## src/sv/ocu_pkg.sv

```systemverilog
// ----------------------------------------------------------------------------
// Online covariance update package
// Shared widths, item type, back-end state type and saturation limits.
// ----------------------------------------------------------------------------
package ocu_pkg;

    localparam int MAX_VECTOR = 1024;
    localparam int ADDR_W     = $clog2(MAX_VECTOR);
    localparam int LEN_W      = 11;
    localparam int IDX_W      = 10;
    localparam int SAMP_W     = 32;
    localparam int COV_W      = 48;
    localparam int CNT_W      = 32;
    localparam int FIFO_DEPTH = 4;
    localparam int FIFO_AW    = $clog2(FIFO_DEPTH);

    // Serial divider lengths: mean update and covariance update.
    localparam int MDIV_W   = SAMP_W + 1;
    localparam int CNUM_W   = 82;
    localparam int STEP_W   = 7;

    localparam logic [COV_W-1:0] COV_MAX = {1'b0, {(COV_W-1){1'b1}}};
    localparam logic [COV_W-1:0] COV_MIN = {1'b1, {(COV_W-1){1'b0}}};

    typedef struct packed {
        logic [SAMP_W-1:0] x;
        logic [SAMP_W-1:0] y;
        logic [IDX_W-1:0]  idx;
        logic              last;
        logic [CNT_W-1:0]  n;
        logic [CNT_W-1:0]  seen;
    } t_item;

    typedef enum logic [3:0] {
        S_IDLE, S_READ, S_LOAD, S_DIVM, S_MEAN, S_DIFF, S_MULD, S_MULL,
        S_MULH, S_ACC, S_NEG, S_ADD, S_ABS, S_DIVC, S_SAT, S_WRITE
    } t_bstate;

endpackage

```

## src/sv/ocu_fifo.sv

```systemverilog
// ----------------------------------------------------------------------------
// Online covariance item queue
// Short queue that decouples the front end from the back end.
// ----------------------------------------------------------------------------
module ocu_fifo (
    input  logic           i_clk,
    input  logic           i_rst_n,
    input  logic           i_push,
    input  ocu_pkg::t_item i_item,
    output logic           o_full,
    input  logic           i_pop,
    output ocu_pkg::t_item o_item,
    output logic           o_empty
);
    import ocu_pkg::*;

    t_item              r_mem [FIFO_DEPTH];
    logic [FIFO_AW-1:0] r_wp;
    logic [FIFO_AW-1:0] r_rp;
    logic [FIFO_AW:0]   r_cnt;
    logic               do_push;
    logic               do_pop;

    assign o_full  = (r_cnt == (FIFO_AW+1)'(FIFO_DEPTH));
    assign o_empty = (r_cnt == '0);
    assign do_push = i_push && !o_full;
    assign do_pop  = i_pop && !o_empty;
    assign o_item  = r_mem[r_rp];

    always_ff @(posedge i_clk) begin
        if (do_push) begin
            r_mem[r_wp] <= i_item;
        end
    end

    always_ff @(posedge i_clk) begin
        if (!i_rst_n) begin
            r_wp  <= '0;
            r_rp  <= '0;
            r_cnt <= '0;
        end else begin
            if (do_push) begin
                r_wp <= r_wp + FIFO_AW'(1);
            end
            if (do_pop) begin
                r_rp <= r_rp + FIFO_AW'(1);
            end
            if (do_push && !do_pop) begin
                r_cnt <= r_cnt + (FIFO_AW+1)'(1);
            end else if (do_pop && !do_push) begin
                r_cnt <= r_cnt - (FIFO_AW+1)'(1);
            end
        end
    end

endmodule

```

## config.mk

```make
export PLATFORM = sky130hd
export DESIGN_NAME = ocu_fifo
export DESIGN_NICKNAME = d
export VERILOG_FILES = /design/src/sv/ocu_pkg.sv /design/src/sv/ocu_fifo.sv
export SDC_FILE = /design/constraint.sdc
export NUM_CORES = 1
export LEC_CHECK = 0
export ABC_CLOCK_PERIOD_IN_PS = 13400
export BUFFER_PORTS_ARGS = -buffer_cell sky130_fd_sc_hd__buf_2
export CORE_MARGIN = 8
export CORE_UTILIZATION = 40
export CTS_CLUSTER_DIAMETER = 100
export DETAILED_ROUTE_END_ITERATION = 16
export SETUP_SLACK_MARGIN = 0.4
export SYNTH_ARGS = -nofsm -noshare
export SYNTH_HDL_FRONTEND = slang
export SYNTH_SLANG_ARGS = --single-unit
```

## constraint.sdc

```tcl
create_clock -name i_clk -period 13.4 [get_ports i_clk]
set_input_delay 1.34 -clock i_clk [delete_from_list [all_inputs] [get_ports i_clk]]
set_output_delay 1.34 -clock i_clk [all_outputs]
set_load 0.1 [all_outputs]
```

==> key figures <==
Run status
  • Status: finished, final reports clean

GRT
  • GRT Util Overall: 13.50%
  • Initial antenna violation count: 9
  • Total grt overflow: 0
  • Largest net degree at the start of global routing: 61
  • Vias in the first global route: 9,734
  • First-pass GRT wire length: 61,180 um

Synth
  • Synth unique cells: 24
  • Synthesized flop and latch total: 565
  • Avg Inst Size Synth: 26.54 um^2
  • Syn_nets: 923
  • Mapped cell area: 20,540 um^2
  • Synthesized instance count: 774
  • Sequential-to-total area share from yosys stat: 82.15%
  • Synth warn: 0

Floorplan
  • # IOs: 284
  • Starting density of the core: 40.20%
  • Core area: 51,090 um^2
  • Die width: 242.6 um
  • FP Rows: 83
  • Die ar.: 58,860 um^2
  • Die Ht: 242.6 um

CTS
  • Clk slew on worst S/H paths: 0.06 ns
  • Total CTS buffers: 55
  • Clk buf depth: 3
  • Clock Sinks: 565
  • CTS root buf: clkbuf_16
  • CTS resizes: 0
  • Htree depth: 2
  • Clk_lat worst skew: 0.58 ns
  • CTS tree: done
  • # hold bufs at CTS: 0
  • Post CTS Setup Buffer Count: 0

Detailed routing
  • Vias/cell: 5.005
  • DR vias: 9,120
  • Met3 WL post-DR: 2957 um
  • Wirelength per Cell: 22.15 um
  • Drc violations: 0
  • DR iter-0 viols: 516
  • Wl on met1: 16,950 um
  • WL final: 40,360 um
  • Drt pass-1 iters: 4
  • Met2 routed WL: 19,630 um
  • Final ANT Viol Nets: 0
  • Top Layer Used: met5

STA
  • Final worst path period need: 5.039 ns
  • RSZ-0062 raised after global routing: false
  • Min Hold Slack: 0.4997 ns
  • Hold Violations, Final: 0
  • Relative slew slack: 36.75%
  • Fin Clk Skew: 0.01345 ns
  • Post-route setup TNS: 0 ns
  • Fin. max-slew vios: 0
  • Slew @ Worst Pin: 0.9488 ns
  • Final worst setup slack: 8.361 ns
  • Period utilization: 37.61%
  • Final setup fails: 0
  • Max Freq: 0.1984 GHz

Place
  • Dpl ws: 8.778 ns
  • Post-Place Cell Area: 22,670 um^2
  • Port Buffers: 283
  • Routability cong.: 0.6925
  • Post-DP HPWL: 25,340 um

Setup path
  • Worst Setup Start Kind: register
  • CP required: 12.06 ns
  • WP data arrival: 3.70 ns
  • Kind of critical path: reg -> out
  • Endpoint type of the worst setup path: primary output
  • Critical Path Fanout Max: 47

Finish
  • Area delta synth->final: 18.70%
  • Design area: 24,380 um^2
  • NumNets Final: 1,243
  • Share of cells above drive strength 1: 45.25%

Min path
  • Min-Delay Path Class: reg -> reg

Run
  • Max_cap viols: 0
layout by cell type, fill, tap and decap left out:
| master | count |
|---|---|
| bufinv_16 | 2 |
| xnor2_1 | 3 |
| xor2_1 | 1 |
| clkinv_1 | 11 |
| nor2b_1 | 2 |
| mux2i_1 | 3 |
| clkinv_2 | 8 |
| or3_1 | 1 |
| nor3b_1 | 1 |
| dfxtp_1 | 7 |
| clkbuf_8 | 3 |
| nor3_1 | 1 |
| clkbuf_16 | 57 |
| a21boi_0 | 1 |
| and2_1 | 4 |
| inv_6 | 1 |
| clkbuf_1 | 16 |
| dfxtp_4 | 2 |
| edfxtp_1 | 556 |
| and2_4 | 4 |
| buf_4 | 13 |
| o31ai_1 | 1 |
| buf_2 | 283 |
| o311ai_0 | 1 |
| diode_2 | 4 |
| nand2_1 | 4 |
| o21ai_0 | 1 |
| inv_1 | 3 |
| clkinvlp_4 | 3 |
| mux4_2 | 139 |
| ha_1 | 5 |
| fa_1 | 1 |
synth_stat cells (all sizes together):
cell	n	share of area (%)
and2	8	0.24
clkbuf	3	0.055
nor2b	2	0.061
mux2i	3	0.15
a21boi	1	0.037
or3	1	0.030
nor3	1	0.024
o21ai	1	0.024
nand2	4	0.073
edfxtp	556	81
mux4	139	15
nor3b	1	0.037
dfxtp	9	0.88
fa	1	0.097
o31ai	1	0.037
buf	30	1.2
o311ai	1	0.043
inv	3	0.055
xnor2	3	0.13
xor2	1	0.043
ha	5	0.30
flip-flops by register name, summed over array words and instances (netlist names), named ones only:
signal / count
r_mem: 556
r_cnt: 3
r_wp: 2
r_rp: 2
final cells by class:
type,count,area [um^2]
tap,680,850.8
clock buffer,76,1528
multi-input combinational,173,3413
inverter,3,11.26
clock inverter,25,172.7
fill,4243,26710
sequential,565,16880
timing repair buffer,296,1514
antenna,4,10.01
path summary, 6_finish.rpt:
path | from | endpoint | slack (ns) | cells after the start
min reg2reg | r_wp[1] | r_wp[1] | 0.50 | 2
max | register | o_item[52] | 8.36 | 4
max reg2reg | r_cnt[0] | r_mem[2][106] | 9.81 | 5
min | r_wp[1] | r_wp[1] | 0.50 | 2
critical path, stage by stage (launching register included):
cell and delay, ns:
dfxtp_4 0.53, buf_4 0.72, buf_4 0.86, mux4_2 0.64, buf_2 0.32
metrics by stage:
step,util [%],instances
after floorplan,-,774
after global placement,44.38,1717
after detailed placement,44.38,1717
after CTS,47.70,1818
after global routing,47.71,1819
final,47.72,1822
cell families (layout without fill, tap and decap cells):
group	count (synthesis)	after routing	synth area share, %
compound gates	4	4	0.1401
xor+xnor	4	4	0.1706
fa+ha+maj	6	6	0.4020
buf+inv	36	400	1.279
flops	565	565	82.15
mux	142	142	15.39
other cells	0	4	0
simple gates	17	17	0.4690
per-layer routing:
layer  vias up  global-route usage (%)
met1      4784                   17.47
met3        75                   4.667
met4        12                   3.420
li1       3995                       -
met2       254                   21.79
met5         -                       0
Power is left out: the tool's default activity adds up to more than one toggle a clock period on the data nets, which glitch-free logic cannot reach.
