==> src/sv/ocu_pkg.sv <==
// ----------------------------------------------------------------------------
// Online covariance update package
// Shared widths, item type, back-end state type and saturation limits.
// ----------------------------------------------------------------------------
package ocu_pkg;

    localparam int MAX_VECTOR = 1024;
    localparam int ADDR_W     = $clog2(MAX_VECTOR);
    localparam int LEN_W      = 11;
    localparam int IDX_W      = 10;
    localparam int SAMP_W     = 32;
    localparam int COV_W      = 48;
    localparam int CNT_W      = 32;
    localparam int FIFO_DEPTH = 4;
    localparam int FIFO_AW    = $clog2(FIFO_DEPTH);

    // Serial divider lengths: mean update and covariance update.
    localparam int MDIV_W   = SAMP_W + 1;
    localparam int CNUM_W   = 82;
    localparam int STEP_W   = 7;

    localparam logic [COV_W-1:0] COV_MAX = {1'b0, {(COV_W-1){1'b1}}};
    localparam logic [COV_W-1:0] COV_MIN = {1'b1, {(COV_W-1){1'b0}}};

    typedef struct packed {
        logic [SAMP_W-1:0] x;
        logic [SAMP_W-1:0] y;
        logic [IDX_W-1:0]  idx;
        logic              last;
        logic [CNT_W-1:0]  n;
        logic [CNT_W-1:0]  seen;
    } t_item;

    typedef enum logic [3:0] {
        S_IDLE, S_READ, S_LOAD, S_DIVM, S_MEAN, S_DIFF, S_MULD, S_MULL,
        S_MULH, S_ACC, S_NEG, S_ADD, S_ABS, S_DIVC, S_SAT, S_WRITE
    } t_bstate;

endpackage

==> src/sv/ocu_front.sv <==
// ----------------------------------------------------------------------------
// Online covariance front end
// Holds the vector length, tracks element position and sample count, and
// tags each accepted element for the back end.
// ----------------------------------------------------------------------------
module ocu_front (
    input  logic                       i_clk,
    input  logic                       i_rst_n,
    input  logic                       i_cfg_valid,
    output logic                       o_cfg_ready,
    input  logic [ocu_pkg::LEN_W-1:0]  i_cfg_data,
    input  logic                       i_accept,
    input  logic [ocu_pkg::SAMP_W-1:0] i_sample_x,
    input  logic [ocu_pkg::SAMP_W-1:0] i_sample_y,
    output ocu_pkg::t_item             o_item
);
    import ocu_pkg::*;

    logic [LEN_W-1:0] r_len;
    logic [IDX_W-1:0] r_pos;
    logic [CNT_W-1:0] r_count;
    logic [LEN_W-1:0] len_eff;
    logic [LEN_W-1:0] pos_inc;
    logic             last;
    logic [CNT_W-1:0] seen;

    assign o_cfg_ready = 1'b1;

    always_comb begin
        if (r_len == '0) begin
            len_eff = LEN_W'(1);
        end else if (r_len > LEN_W'(MAX_VECTOR)) begin
            len_eff = LEN_W'(MAX_VECTOR);
        end else begin
            len_eff = r_len;
        end
        pos_inc = {{(LEN_W-IDX_W){1'b0}}, r_pos} + LEN_W'(1);
        last    = (pos_inc >= len_eff);
        seen    = (r_count == '1) ? r_count : r_count + CNT_W'(1);
    end

    assign o_item = '{x: i_sample_x, y: i_sample_y, idx: r_pos, last: last,
                      n: r_count, seen: seen};

    always_ff @(posedge i_clk) begin
        if (!i_rst_n) begin
            r_len   <= LEN_W'(MAX_VECTOR);
            r_pos   <= '0;
            r_count <= '0;
        end else begin
            if (i_cfg_valid) begin
                r_len <= i_cfg_data;
            end
            if (i_accept) begin
                if (last) begin
                    r_pos   <= '0;
                    r_count <= seen;
                end else begin
                    r_pos <= pos_inc[IDX_W-1:0];
                end
            end
        end
    end

endmodule

==> config.mk <==
export PLATFORM = sky130hd
export DESIGN_NAME = ocu_front
export DESIGN_NICKNAME = d
export VERILOG_FILES = /design/src/sv/ocu_pkg.sv /design/src/sv/ocu_front.sv
export SDC_FILE = /design/constraint.sdc
export NUM_CORES = 1
export LEC_CHECK = 0
export ABC_AREA = 1
export BUFFER_PORTS_ARGS = -buffer_cell sky130_fd_sc_hd__buf_2
export CAP_MARGIN = 20
export CORE_ASPECT_RATIO = 0.8
export CORE_MARGIN = 5
export CORE_UTILIZATION = 35
export CTS_CLUSTER_SIZE = 30
export DETAILED_ROUTE_END_ITERATION = 16
export GPL_TIMING_DRIVEN = 0
export HOLD_SLACK_MARGIN = 0.03
export PLACE_DENSITY = 0.7
export SYNTH_ARGS = -nofsm -noshare
export SYNTH_HDL_FRONTEND = slang
export SYNTH_SLANG_ARGS = --single-unit
==> constraint.sdc <==
create_clock -name i_clk -period 3.75 [get_ports i_clk]
set_input_delay 0.1875 -clock i_clk [delete_from_list [all_inputs] [get_ports i_clk]]
set_output_delay 0.1875 -clock i_clk [all_outputs]
set_load 0.01 [all_outputs]
==> results by group, run 1 <==
Die
  – Top-Level Pins: 219
  – Initial Util: 0.3546
  – Die Area: 14550 um^2
  – Width of the chip: around 130 um
  – Core footprint: 12070 um^2
  – Die height: 108.9 um
  – Row count: 36

Clock network
  – Hold Buf Count CTS: 0
  – Htree depth: 2
  – Post-CTS Resized: 0
  – Clk slew on worst S/H paths: 0.08 ns
  – Root Buffer: clkbuf_16
  – CTS tree: yes
  – Post-CTS setup buffers: 0
  – Clock net sink count: 53
  – Clk_lat worst skew: 0.30 ns
  – Max Root-Sink Buffers: 2
  – Num CTS Buffers: 5

Critical path
  – Crit path max fanout: 10
  – R2r endpoint: r_count[20]
  – Worst r2r src: r_pos[0]
  – CP Capture Type: flop
  – Req. time, crit path: between 3 and 4 ns
  – Setup CP Type: flop to flop
  – FF-to-FF setup slack: 0.63 ns
  – Startpoint Class: flop
  – WP data arrival: roughly 3.4 ns
  – Worst r2r path cells: 19

Yosys
  – Seq/Total Area, Yosys: 0.2479
  – Post-synthesis cell type count: 29
  – Netlist area before placement: 4280 um^2
  – Post-synth net total: around 750
  – Post-synthesis sequential element count: 53
  – Avg Inst Size Synth: approximately 6.5 um^2
  – Syn Inst Count: 662
  – Ys Warns: 0

Placement
  – Gpl congestion: approximately 1.0
  – Cell count after placement: 965
  – Number of port buffers: 151
  – Setup WS pre-CTS: 0.6737 ns
  – Placed wire-length estimate: around 11000 um

Global routing
  – Final global-route overflow total: 0
  – Vias in the first global route: 3970
  – First-pass GRT wire length: approximately 21000 um
  – Initial antenna violation count: 0
  – Largest net degree at the start of global routing: 17
  – Tot GR Track Use: 0.1772

Power and ir drop
  – VDD IR-drop max: 0.1741 mV
  – Switching power share of the total: 0.2793
  – Clock power frac: 0.387
  – Cell-internal power: 0.001047 W
  – Combinational power share: 0.201
  – Pwr per Cell Area: 268.8 nW/um^2
  – Leakage: 3.002 nW
  – Sequential fraction of design power: 0.412
  – P_sw: approximately 0.0004 W

Timing
  – Final worst slack: 0.6302 ns
  – Final Hold Viols: 0
  – Final total negative setup slack: 0 ns
  – RSZ-0062 raised after global routing: false
  – Clock Skews: 0.009965 ns
  – Worst-margin pin slew: 0.5946 ns
  – Final Max Tran Viols: 0
  – Tmin final: 3.120 ns
  – Worst slew margin: 0.6036
  – Fmax: 0.3205 GHz
  – Period utilization: 0.8320
  – Setup-failing EPs final: 0

Route
  – Wire per inst: around 14 um
  – Final WL: 13400 um
  – DRT Pass-1 Iters: 5
  – DRT iter0 DRCs: 383
  – Post-route ant nets: 0
  – DR vias/cell: 4.753
  – Total number of vias: 4625
  – DRC viols: 0

Cells and area
  – Final nets: 912
  – Most frequent cells in the layout: nand2_1 (180), buf_2 (157), nand3_1 (92)
  – Share of cells above drive strength 1: 0.3557
  – Cell Count, Final, Fillers Out: 973
  – N_diodes: 0
  – Commonest non-fill, non-tap cell in the layout: nand2_1
  – Final Core Density: 0.4476
  – Area added between synthesis and finish: 26.22%

Min path
  – Hold path start: i_cfg_data[0]
  – Worst-case hold path end point: r_len[0]
  – Type of the worst min-delay path: primary input to flop
  – WHS Path Cells: 3

Outcome
  – Status: completed

Job
  – Max-cap violations: 0
==> synthesized netlist by cell type <==
| cell type | instances | area, um^2 |
|---|---|---|
| nor2_8 | 2 | 40.04 |
| clkinv_1 | 1 | 3.750 |
| nand2_1 | 180 | 675.7 |
| nand3_1 | 92 | 460.4 |
| nor2_1 | 86 | 322.8 |
| nand4_1 | 2 | 12.51 |
| xnor2_1 | 3 | 26.28 |
| buf_4 | 66 | 495.5 |
| conb_1 | 1 | 3.750 |
| clkbuf_1 | 9 | 33.78 |
| buf_6 | 6 | 67.56 |
| nand2_2 | 4 | 25.02 |
| nor3_1 | 1 | 5.000 |
| nand3b_1 | 1 | 7.510 |
| nor4_1 | 1 | 6.260 |
| nand2_4 | 5 | 56.30 |
| buf_2 | 6 | 30.03 |
| nor2_2 | 3 | 18.77 |
| o21ai_0 | 23 | 115.1 |
| nand3_2 | 27 | 270.3 |
| a21o_1 | 2 | 15.01 |
| nor2_4 | 2 | 22.52 |
| or2_2 | 9 | 56.30 |
| a21oi_1 | 9 | 45.04 |
| inv_1 | 45 | 168.9 |
| dfxtp_1 | 53 | 1061 |
| xor2_1 | 7 | 61.31 |
| inv_2 | 3 | 11.26 |
| ha_1 | 13 | 162.7 |
==> metrics by stage <==
step	hold WS, ns	power [W]	area [um^2]
6_report	0.1035	0.001452	5403
5_1_grt	0.1081	0.001523	5403
4_1_cts	0.1021	0.001466	5403
3_5_place_dp	0.4144	0.0009050	5226
3_3_place_gp	0.4115	0.0009005	5226
2_1_floorplan	0.3100	0.0008090	4280
==> worst max-delay path, cell delays in order, from the launching register on <==
cell and delay (ns):
dfxtp_1 0.50, ha_1 0.24, nand2_1 0.08, nor2_1 0.15, nand2_1 0.08, nor2_1 0.13, nand2_1 0.11, nand2_1 0.08
inv_1 0.04, ha_1 0.31, nand2_1 0.07, inv_1 0.03, nand2_1 0.07, inv_1 0.04, nand2_1 0.07, nand4_1 0.14
nand2_1 0.20, clkbuf_1 0.47, nand3_1 0.14, nand2_1 0.10
==> layer usage <==
layer	global-route usage	vias up	share of wire
li1	-	2360	-
met2	0.2580	188	0.42
met5	0	-	0
met1	0.2631	2070	0.48
met3	0.05074	7	0.093
met4	0.02717	0	0.0069
==> sequential cells by signal (all words and copies together) (netlist names) <==
signal   flops
r_count     32
r_pos       10
r_len       11
==> area by class of cell <==
cell class | count | area [um^2]
fill | 1295 | 6669
tap | 152 | 190.2
multi-input combinational | 473 | 2409
inverter | 49 | 183.9
buffer | 87 | 626.9
sequential | 53 | 1061
clock buffer | 6 | 138.9
clock inverter | 2 | 37.54
timing repair buffer | 151 | 755.7
==> power groups by stage <==
stage / combinational [W] / sequential, W / clock (W)
2_1_floorplan: 0.000199 / 0.000610 / 0
3_3_place_gp: 0.000290 / 0.000611 / 0
3_5_place_dp: 0.000294 / 0.000611 / 0
4_1_cts: 0.000295 / 0.000598 / 0.000574
5_1_grt: 0.000329 / 0.000601 / 0.000593
6_report: 0.000293 / 0.000598 / 0.000562
==> kinds of logic after synthesis <==
group	after synthesis	synth area share
xor+xnor	10	0.02046
buf+inv	136	0.1894
compound gates	34	0.04092
simple gates	415	0.4624
other cells	1	0.0008761
flops	53	0.2479
fa+ha+maj	13	0.03800
==> how the worst max path moves through the flow <==
stage / from / to / cells past startpoint
3_3_place_gp: r_pos[0] / r_count[20] / 19
5_1_grt: r_pos[0] / r_count[21] / 19
3_5_place_dp: r_pos[0] / r_count[20] / 19
2_1_floorplan: r_pos[0] / r_count[17] / 19
6_report: r_pos[0] / r_count[20] / 19
4_1_cts: r_pos[0] / r_count[20] / 19
(Power assumes the default switching activity.)
==> inputs of run 2 (changes only) <==
PLACE_DENSITY = 0.73   (was 0.7)
clock period = 2.6 ns   (was 3.75 ns; I/O delays follow)
==> run 2 against run 1 <==
  * Routed wire length up 3.5%
  * Hold slack worse by 0.054 ns
  * Utilization up 3.0 points
  * Global-route usage down 0.39 points
  * Critical path depth down 1
  * Combinational power up 81%
  * Critical path type unchanged
  * Critical endpoint is now r_count[27]
  * Largest cell class unchanged
  * Highest routed layer unchanged
==> results by group, run 2 (synthesized netlist as in run 1, its figures left out) <==
Cells and area
  – Most frequent cells in the layout: nand2_1 (159), buf_2 (154), nand3_1 (86)
  – Final nets: 918 (+0.66%)
  – Final instance area: 5769 um^2 (+6.8%)
  – Share of cells above drive strength 1: 0.4220 (+0.06634)
  – Final Core Density: 0.4779 (+0.03037)
  – N_diodes: 0 (unchanged)
  – Area added between synthesis and finish: 34.79%
  – Commonest non-fill, non-tap cell in the layout: nand2_1
  – Max FFs per register: 32 (unchanged)
  – Top reg by flops: r_count
  – Sequential Area: 1075 um^2 (+1.3%)
  – Fillers: 1265 (-2.3%)
  – Area occupied by multi-input gates: 2700 um^2 (+12%)
  – Largest regs: r_count: 32 flops, r_len: 11 flops, r_pos: 10 flops

Global routing
  – Tot GR Track Use: 0.1733 (-0.003875)
  – Final global-route overflow total: 0 (unchanged)
  – Largest net degree at the start of global routing: 18 (+1)
  – Vias in the first global route: 3950 (-0.50%)
  – Initial antenna violation count: 0 (unchanged)
  – First-pass GRT wire length: 20420 um (-2.1%)

Critical path
  – Startpoint Class: flop
  – WP data arrival: 2.76 ns (-0.60 ns)
  – Req. time, crit path: 2.79 ns (-1.20 ns)
  – Worst r2r src: r_len[0]
  – Crit path max fanout: 8 (-2)
  – Worst setup startpoint: r_len[0]
  – Setup CP Type: flop to flop
  – CP Capture Type: flop

Die
  – Width of the chip: 133.6 um (unchanged)
  – Core footprint: 12070 um^2 (unchanged)
  – Row count: 36 (unchanged)
  – Initial Util: 0.3546 (unchanged)
  – Die Area: 14550 um^2 (unchanged)
  – Die height: 108.9 um (unchanged)
  – Top-Level Pins: 219 (unchanged)

Clock network
  – Num CTS Buffers: 5 (unchanged)
  – Max Root-Sink Buffers: 2 (unchanged)
  – Clk_lat worst skew: 0.30 ns (about the same)
  – Clk slew on worst S/H paths: 0.08 ns (about the same)
  – Clock net sink count: 53 (unchanged)
  – Hold Buf Count CTS: 0 (unchanged)
  – Root Buffer: clkbuf_16
  – Htree depth: 2 (unchanged)
  – CTS tree: yes

Job
  – Max-cap violations: 0 (unchanged)

Timing
  – Worst-margin pin slew: 0.6080 ns (+0.01341 ns)
  – Final Hold Viols: 0 (unchanged)
  – Tmin final: 2.575 ns (-0.5449 ns)
  – Clock Skews: 0.01226 ns (+0.002292 ns)
  – Fmax: 0.3884 GHz (+21%)
  – Final worst slack: 0.02506 ns (-0.6051 ns)
  – Final Max Tran Viols: 0 (unchanged)
  – Final total negative setup slack: 0 ns (unchanged)
  – Worst slew margin: 0.5946 (-0.008943)
  – Period utilization: 0.9904 (+0.1584)
  – Setup-failing EPs final: 0 (unchanged)
  – RSZ-0062 raised after global routing: true

Min path
  – Hold path start: i_cfg_data[5]
  – Type of the worst min-delay path: primary input to flop

Route
  – DR vias/cell: 4.692 (-1.3%)
  – DRC viols: 0 (unchanged)
  – Wire per inst: 14.16 um (+2.9%)
  – Total number of vias: 4593 (-0.69%)
  – Post-route ant nets: 0 (unchanged)
  – Final WL: 13870 um (+3.5%)
  – DRT Pass-1 Iters: 7 (+2)
  – DRT iter0 DRCs: 348 (-9.1%)

Power and ir drop
  – VDD IR-drop max: 0.3124 mV (+79%)
  – Pwr per Cell Area: 361.8 nW/um^2 (+35%)
  – Total power: 0.002087 W (+44%)
  – Leakage: 3.120 nW (+3.9%)

Placement
  – Placed Area: 5226 um^2 (unchanged)
  – Gpl congestion: 0.9667 (-3.9%)
  – Placed wire-length estimate: 10860 um (-1.7%)
  – Setup WS pre-CTS: -0.4355 ns (-1.109 ns)
  – Number of port buffers: 151 (unchanged)

Outcome
  – Status: completed
## run 2: changes by cell type in the layout (fill, tap and decap cells not counted), moves of 6 or more
cell | previous run | this run
nand2_2 | 4 | 16
nand2_1 | 180 | 159
ha_4 | 0 | 8
nand3_1 | 92 | 86
nand2_4 | 5 | 13
ha_1 | 13 | 4
nand3_2 | 27 | 33
## run 2: critical path, stage by stage, from the launching register on
cell	delay, ns
dfxtp_2	0.33
or2_4	0.25
nor3_4	0.19
nand3_2	0.16
nand2_8	0.18
nand2_4	0.07
ha_4	0.25
nand2_2	0.06
inv_2	0.04
nand2_2	0.05
nor2_1	0.04
nand2_1	0.10
nand2_2	0.08
nor2_4	0.18
nor2_4	0.06
buf_12	0.14
buf_4	0.16
nand3_1	0.07
nand2_1	0.05
## run 2: report_power, final
group	switching (W)	internal, W	total [W]	leakage, nW
sequential	0.0000331	0.000836	0.000869	0.434
combinational	0.000275	0.000256	0.000531	2.62
clock	0.000328	0.000360	0.000688	0.0702
total	0.000636	0.00145	0.00209	3.12
## run 2: layout make-up
class	count	area share
Buffer	86	0.1132
Clock buffer	5	0.02169
Clock inverter	3	0.003687
Inverter	49	0.03188
Multi-Input combinational cell	473	0.4680
Sequential cell	53	0.1863
Tap cell	152	0.03296
Timing Repair Buffer	158	0.1423
## run 2: through the flow
step                cells  hold WS (ns)
finish                979       0.04927
CTS                   974       0.04597
detailed placement    965        0.3588
global route          979       0.04794
global placement      965        0.3516
floorplan             662        0.2525
## run 2: final timing paths
path,endpoint,slack [ns],cells after the start
worst max-delay path,r_count[27],0.03,18
worst min-delay path,r_len[5],0.05,3
worst max register to register,r_count[27],0.03,18
worst min register to register,r_pos[1],0.53,2
## run 2: routing by layer
metal / vias to the layer above / share of wire / track usage
li1: 2380 / - / -
met1: 2037 / 0.48 / 0.2547
met2: 170 / 0.42 / 0.2583
met3: 6 / 0.092 / 0.04705
met4: 0 / 0.0064 / 0.02570
met5: - / 0 / 0
## run 2: what timing repair did
item / in CTS / in global routing
setup buffers: 2 / 4
endpoints found under the setup margin: 42 / 44
pin swaps: 2 / 22
resized for setup: 15 / 69
gates cloned: 0 / 2
==> inputs of run 3 (changes only) <==
PLACE_DENSITY = 0.7   (was 0.73)
clock period = 3.09 ns   (was 2.6 ns; I/O delays follow)
==> run 3 against run 2 <==
  * Routed wire length down 3.6%
  * Largest cell class unchanged
  * Flip-flop and latch count unchanged
  * Hold slack better by 0.020 ns
  * First-iteration DRC count up 5.7%
==> results by group, run 3 (synthesized netlist as in run 1, its figures left out) <==
Timing
  – Period utilization: 0.9019
  – WHS: 0.06964 ns (+0.02037 ns)
  – Setup-failing EPs final: 0 (unchanged)
  – Worst slew margin: 0.6299 (+0.03530)
  – Clock Skews: 0.01463 ns (+0.002374 ns)
  – Tmin final: 2.787 ns
  – Worst-margin pin slew: 0.5551 ns (-0.05295 ns)
  – Final Hold Viols: 0 (unchanged)
  – RSZ-0062 raised after global routing: true
  – Fmax: 0.3588 GHz
  – Final Max Tran Viols: 0 (unchanged)
  – Final total negative setup slack: 0 ns (unchanged)

Route
  – DR vias/cell: 4.765 (+1.6%)
  – Wire per inst: 13.74 um (-3.0%)
  – DRC viols: 0 (unchanged)
  – Total number of vias: 4636 (+0.94%)
  – Final WL: 13370 um (-3.6%)
  – DRT Pass-1 Iters: 5 (-2)
  – Post-route ant nets: 0 (unchanged)
  – DRT iter0 DRCs: 368 (+5.7%)

Cells and area
  – Largest regs: r_count: 32 flops, r_len: 11 flops, r_pos: 10 flops
  – Share of cells above drive strength 1: 0.3581 (-0.06391)
  – Area added between synthesis and finish: 26.63%
  – Commonest non-fill, non-tap cell in the layout: nand2_1
  – Final Core Density: 0.4490 (-0.02892)
  – Area occupied by multi-input gates: 2419 um^2 (-10%)
  – Top reg by flops: r_count
  – Max FFs per register: 32 (unchanged)
  – Final instance area: 5420 um^2 (-6.1%)
  – Fillers: 1289 (+1.9%)
  – Most frequent cells in the layout: nand2_1 (180), buf_2 (156), nand3_1 (92)
  – Final nets: 912 (-0.65%)
  – N_diodes: 0 (unchanged)
  – Sequential Area: 1062 um^2 (-1.2%)
  – Cell Count, Final, Fillers Out: 973 (-0.61%)

Critical path
  – Max incr delay on CP: 0.42 ns (+0.09 ns)
  – Req. time, crit path: 2.94 ns (+0.15 ns)
  – CP Capture Type: output port
  – Worst path slowest cell: dfxtp_2
  – CP cell instances: ha_1, nand2_1, nor2_1, nand2_1, nor2_1, nand2_1, nand2_1, inv_1, ha_1, nand2_1, inv_1, nand2_1, inv_1, nand2_1, nand4_1, buf_4, buf_2
  – WP buf/inv: 5 (+2)
  – Crit path max fanout: 6 (-2)
  – Top delay family on crit path: simple AND/OR/NAND/NOR gates
  – WP data arrival: 2.63 ns (-0.13 ns)
  – Setup CP Type: flop to output port
  – Startpoint Class: flop
  – Cell mode on critical path: nand2_1

Clock network
  – Clock net sink count: 53 (unchanged)
  – CTS tree: yes
  – Clk_lat worst skew: 0.31 ns (about the same)
  – Max Root-Sink Buffers: 2 (unchanged)
  – Post-CTS setup buffers: 0 (-2)
  – Htree depth: 2 (unchanged)
  – Clk slew on worst S/H paths: 0.07 ns (about the same)
  – Hold Buf Count CTS: 0 (unchanged)
  – Root Buffer: clkbuf_16
  – Num CTS Buffers: 5 (unchanged)

Placement
  – Gpl congestion: 1.006 (+4.0%)
  – Placed Area: 5226 um^2 (unchanged)
  – Number of port buffers: 151 (unchanged)
  – Placed wire-length estimate: 11040 um (+1.7%)
  – Cell count after placement: 965 (unchanged)

Die
  – Row count: 36 (unchanged)
  – Initial Util: 0.3546 (unchanged)
  – Core footprint: 12070 um^2 (unchanged)
  – Top-Level Pins: 219 (unchanged)
  – Die height: 108.9 um (unchanged)
  – Die Area: 14550 um^2 (unchanged)
  – Width of the chip: 133.6 um (unchanged)

Power and ir drop
  – VDD IR-drop max: 0.2127 mV (-32%)
  – Leakage: 3.008 nW (-3.6%)
  – Pwr per Cell Area: 326.4 nW/um^2 (-9.8%)

Outcome
  – Status: completed

Global routing
  – Initial antenna violation count: 0 (unchanged)
  – Vias in the first global route: 3970 (+0.51%)
  – First-pass GRT wire length: 20870 um (+2.2%)
  – Tot GR Track Use: 0.1772 (+0.003875)
  – Largest net degree at the start of global routing: 17 (-1)
  – Final global-route overflow total: 0 (unchanged)

Job
  – Max-cap violations: 0 (unchanged)

Min path
  – Type of the worst min-delay path: primary input to flop
-- run 3: changes by cell type in the layout (fill, tap and decap cells not counted), sizes merged --
cell,previous run,this run
buf,236,228
clkbuf,13,16
bufinv,0,1
clkinv,2,1
inv,49,48
-- run 3: metal layers --
metal,track usage,up-vias,part of all wire
met5,0,-,0
met4,0.02717,0,0.0085
met3,0.05074,10,0.090
met2,0.2580,178,0.42
met1,0.2631,2087,0.48
li1,-,2361,-
-- run 3: area by class of cell --
class,count,area share
clock buffers,6,0.02562
well taps,152,0.03509
clock inverters,2,0.006925
plain buffers,87,0.1168
repair buffers,151,0.1394
inverters,49,0.03393
multi-input cells,473,0.4462
flip-flops and latches,53,0.1960
-- run 3: worst reg2reg max path: stages, from the launching register on --
cell     delay [ns]
dfxtp_2        0.42
ha_1           0.21
nand2_1        0.08
nor2_1         0.15
nand2_1        0.08
nor2_1         0.14
nand2_1        0.11
nand2_1        0.08
inv_1          0.04
ha_1           0.31
nand2_1        0.07
inv_1          0.03
nand2_1        0.07
inv_1          0.04
nand2_1        0.07
nand4_1        0.14
nand2_1        0.21
buf_2          0.28
nand3_1        0.12
nand2_1        0.08
-- run 3: power breakdown --
group	switching (W)	total [W]	leakage [nW]	internal (W)
registers	0.0000225	0.000726	0.432	0.000703
logic	0.000195	0.000360	2.49	0.000165
clock network	0.000278	0.000683	0.0831	0.000405
total	0.000495	0.00177	3.01	0.00127
-- run 3: final timing paths --
path / from / slack, ns / depth (start not counted) / endpoint
setup reg to reg: r_pos[0] / 0.31 / 19 / r_count[4]
setup / recovery: r_pos[0] / 0.30 / 17 / o_item[64]
hold / removal: i_cfg_data[0] / 0.07 / 3 / r_len[0]
hold reg to reg: r_len[6] / 0.53 / 2 / r_len[6]
-- run 3: through the flow --
stage          setup slack (ns)  total power (W)
3_3_place_gp            0.03475         0.001093
4_1_cts                  0.1500         0.001780
3_5_place_dp            0.01366         0.001098
2_1_floorplan            0.5810        0.0009818
6_report                 0.3030         0.001769
5_1_grt                -0.04036         0.001854
-- run 3: repair_timing --
item,CTS,global route
resized for setup,1,6
setup endpoints to repair,2,34
gates cloned,0,0
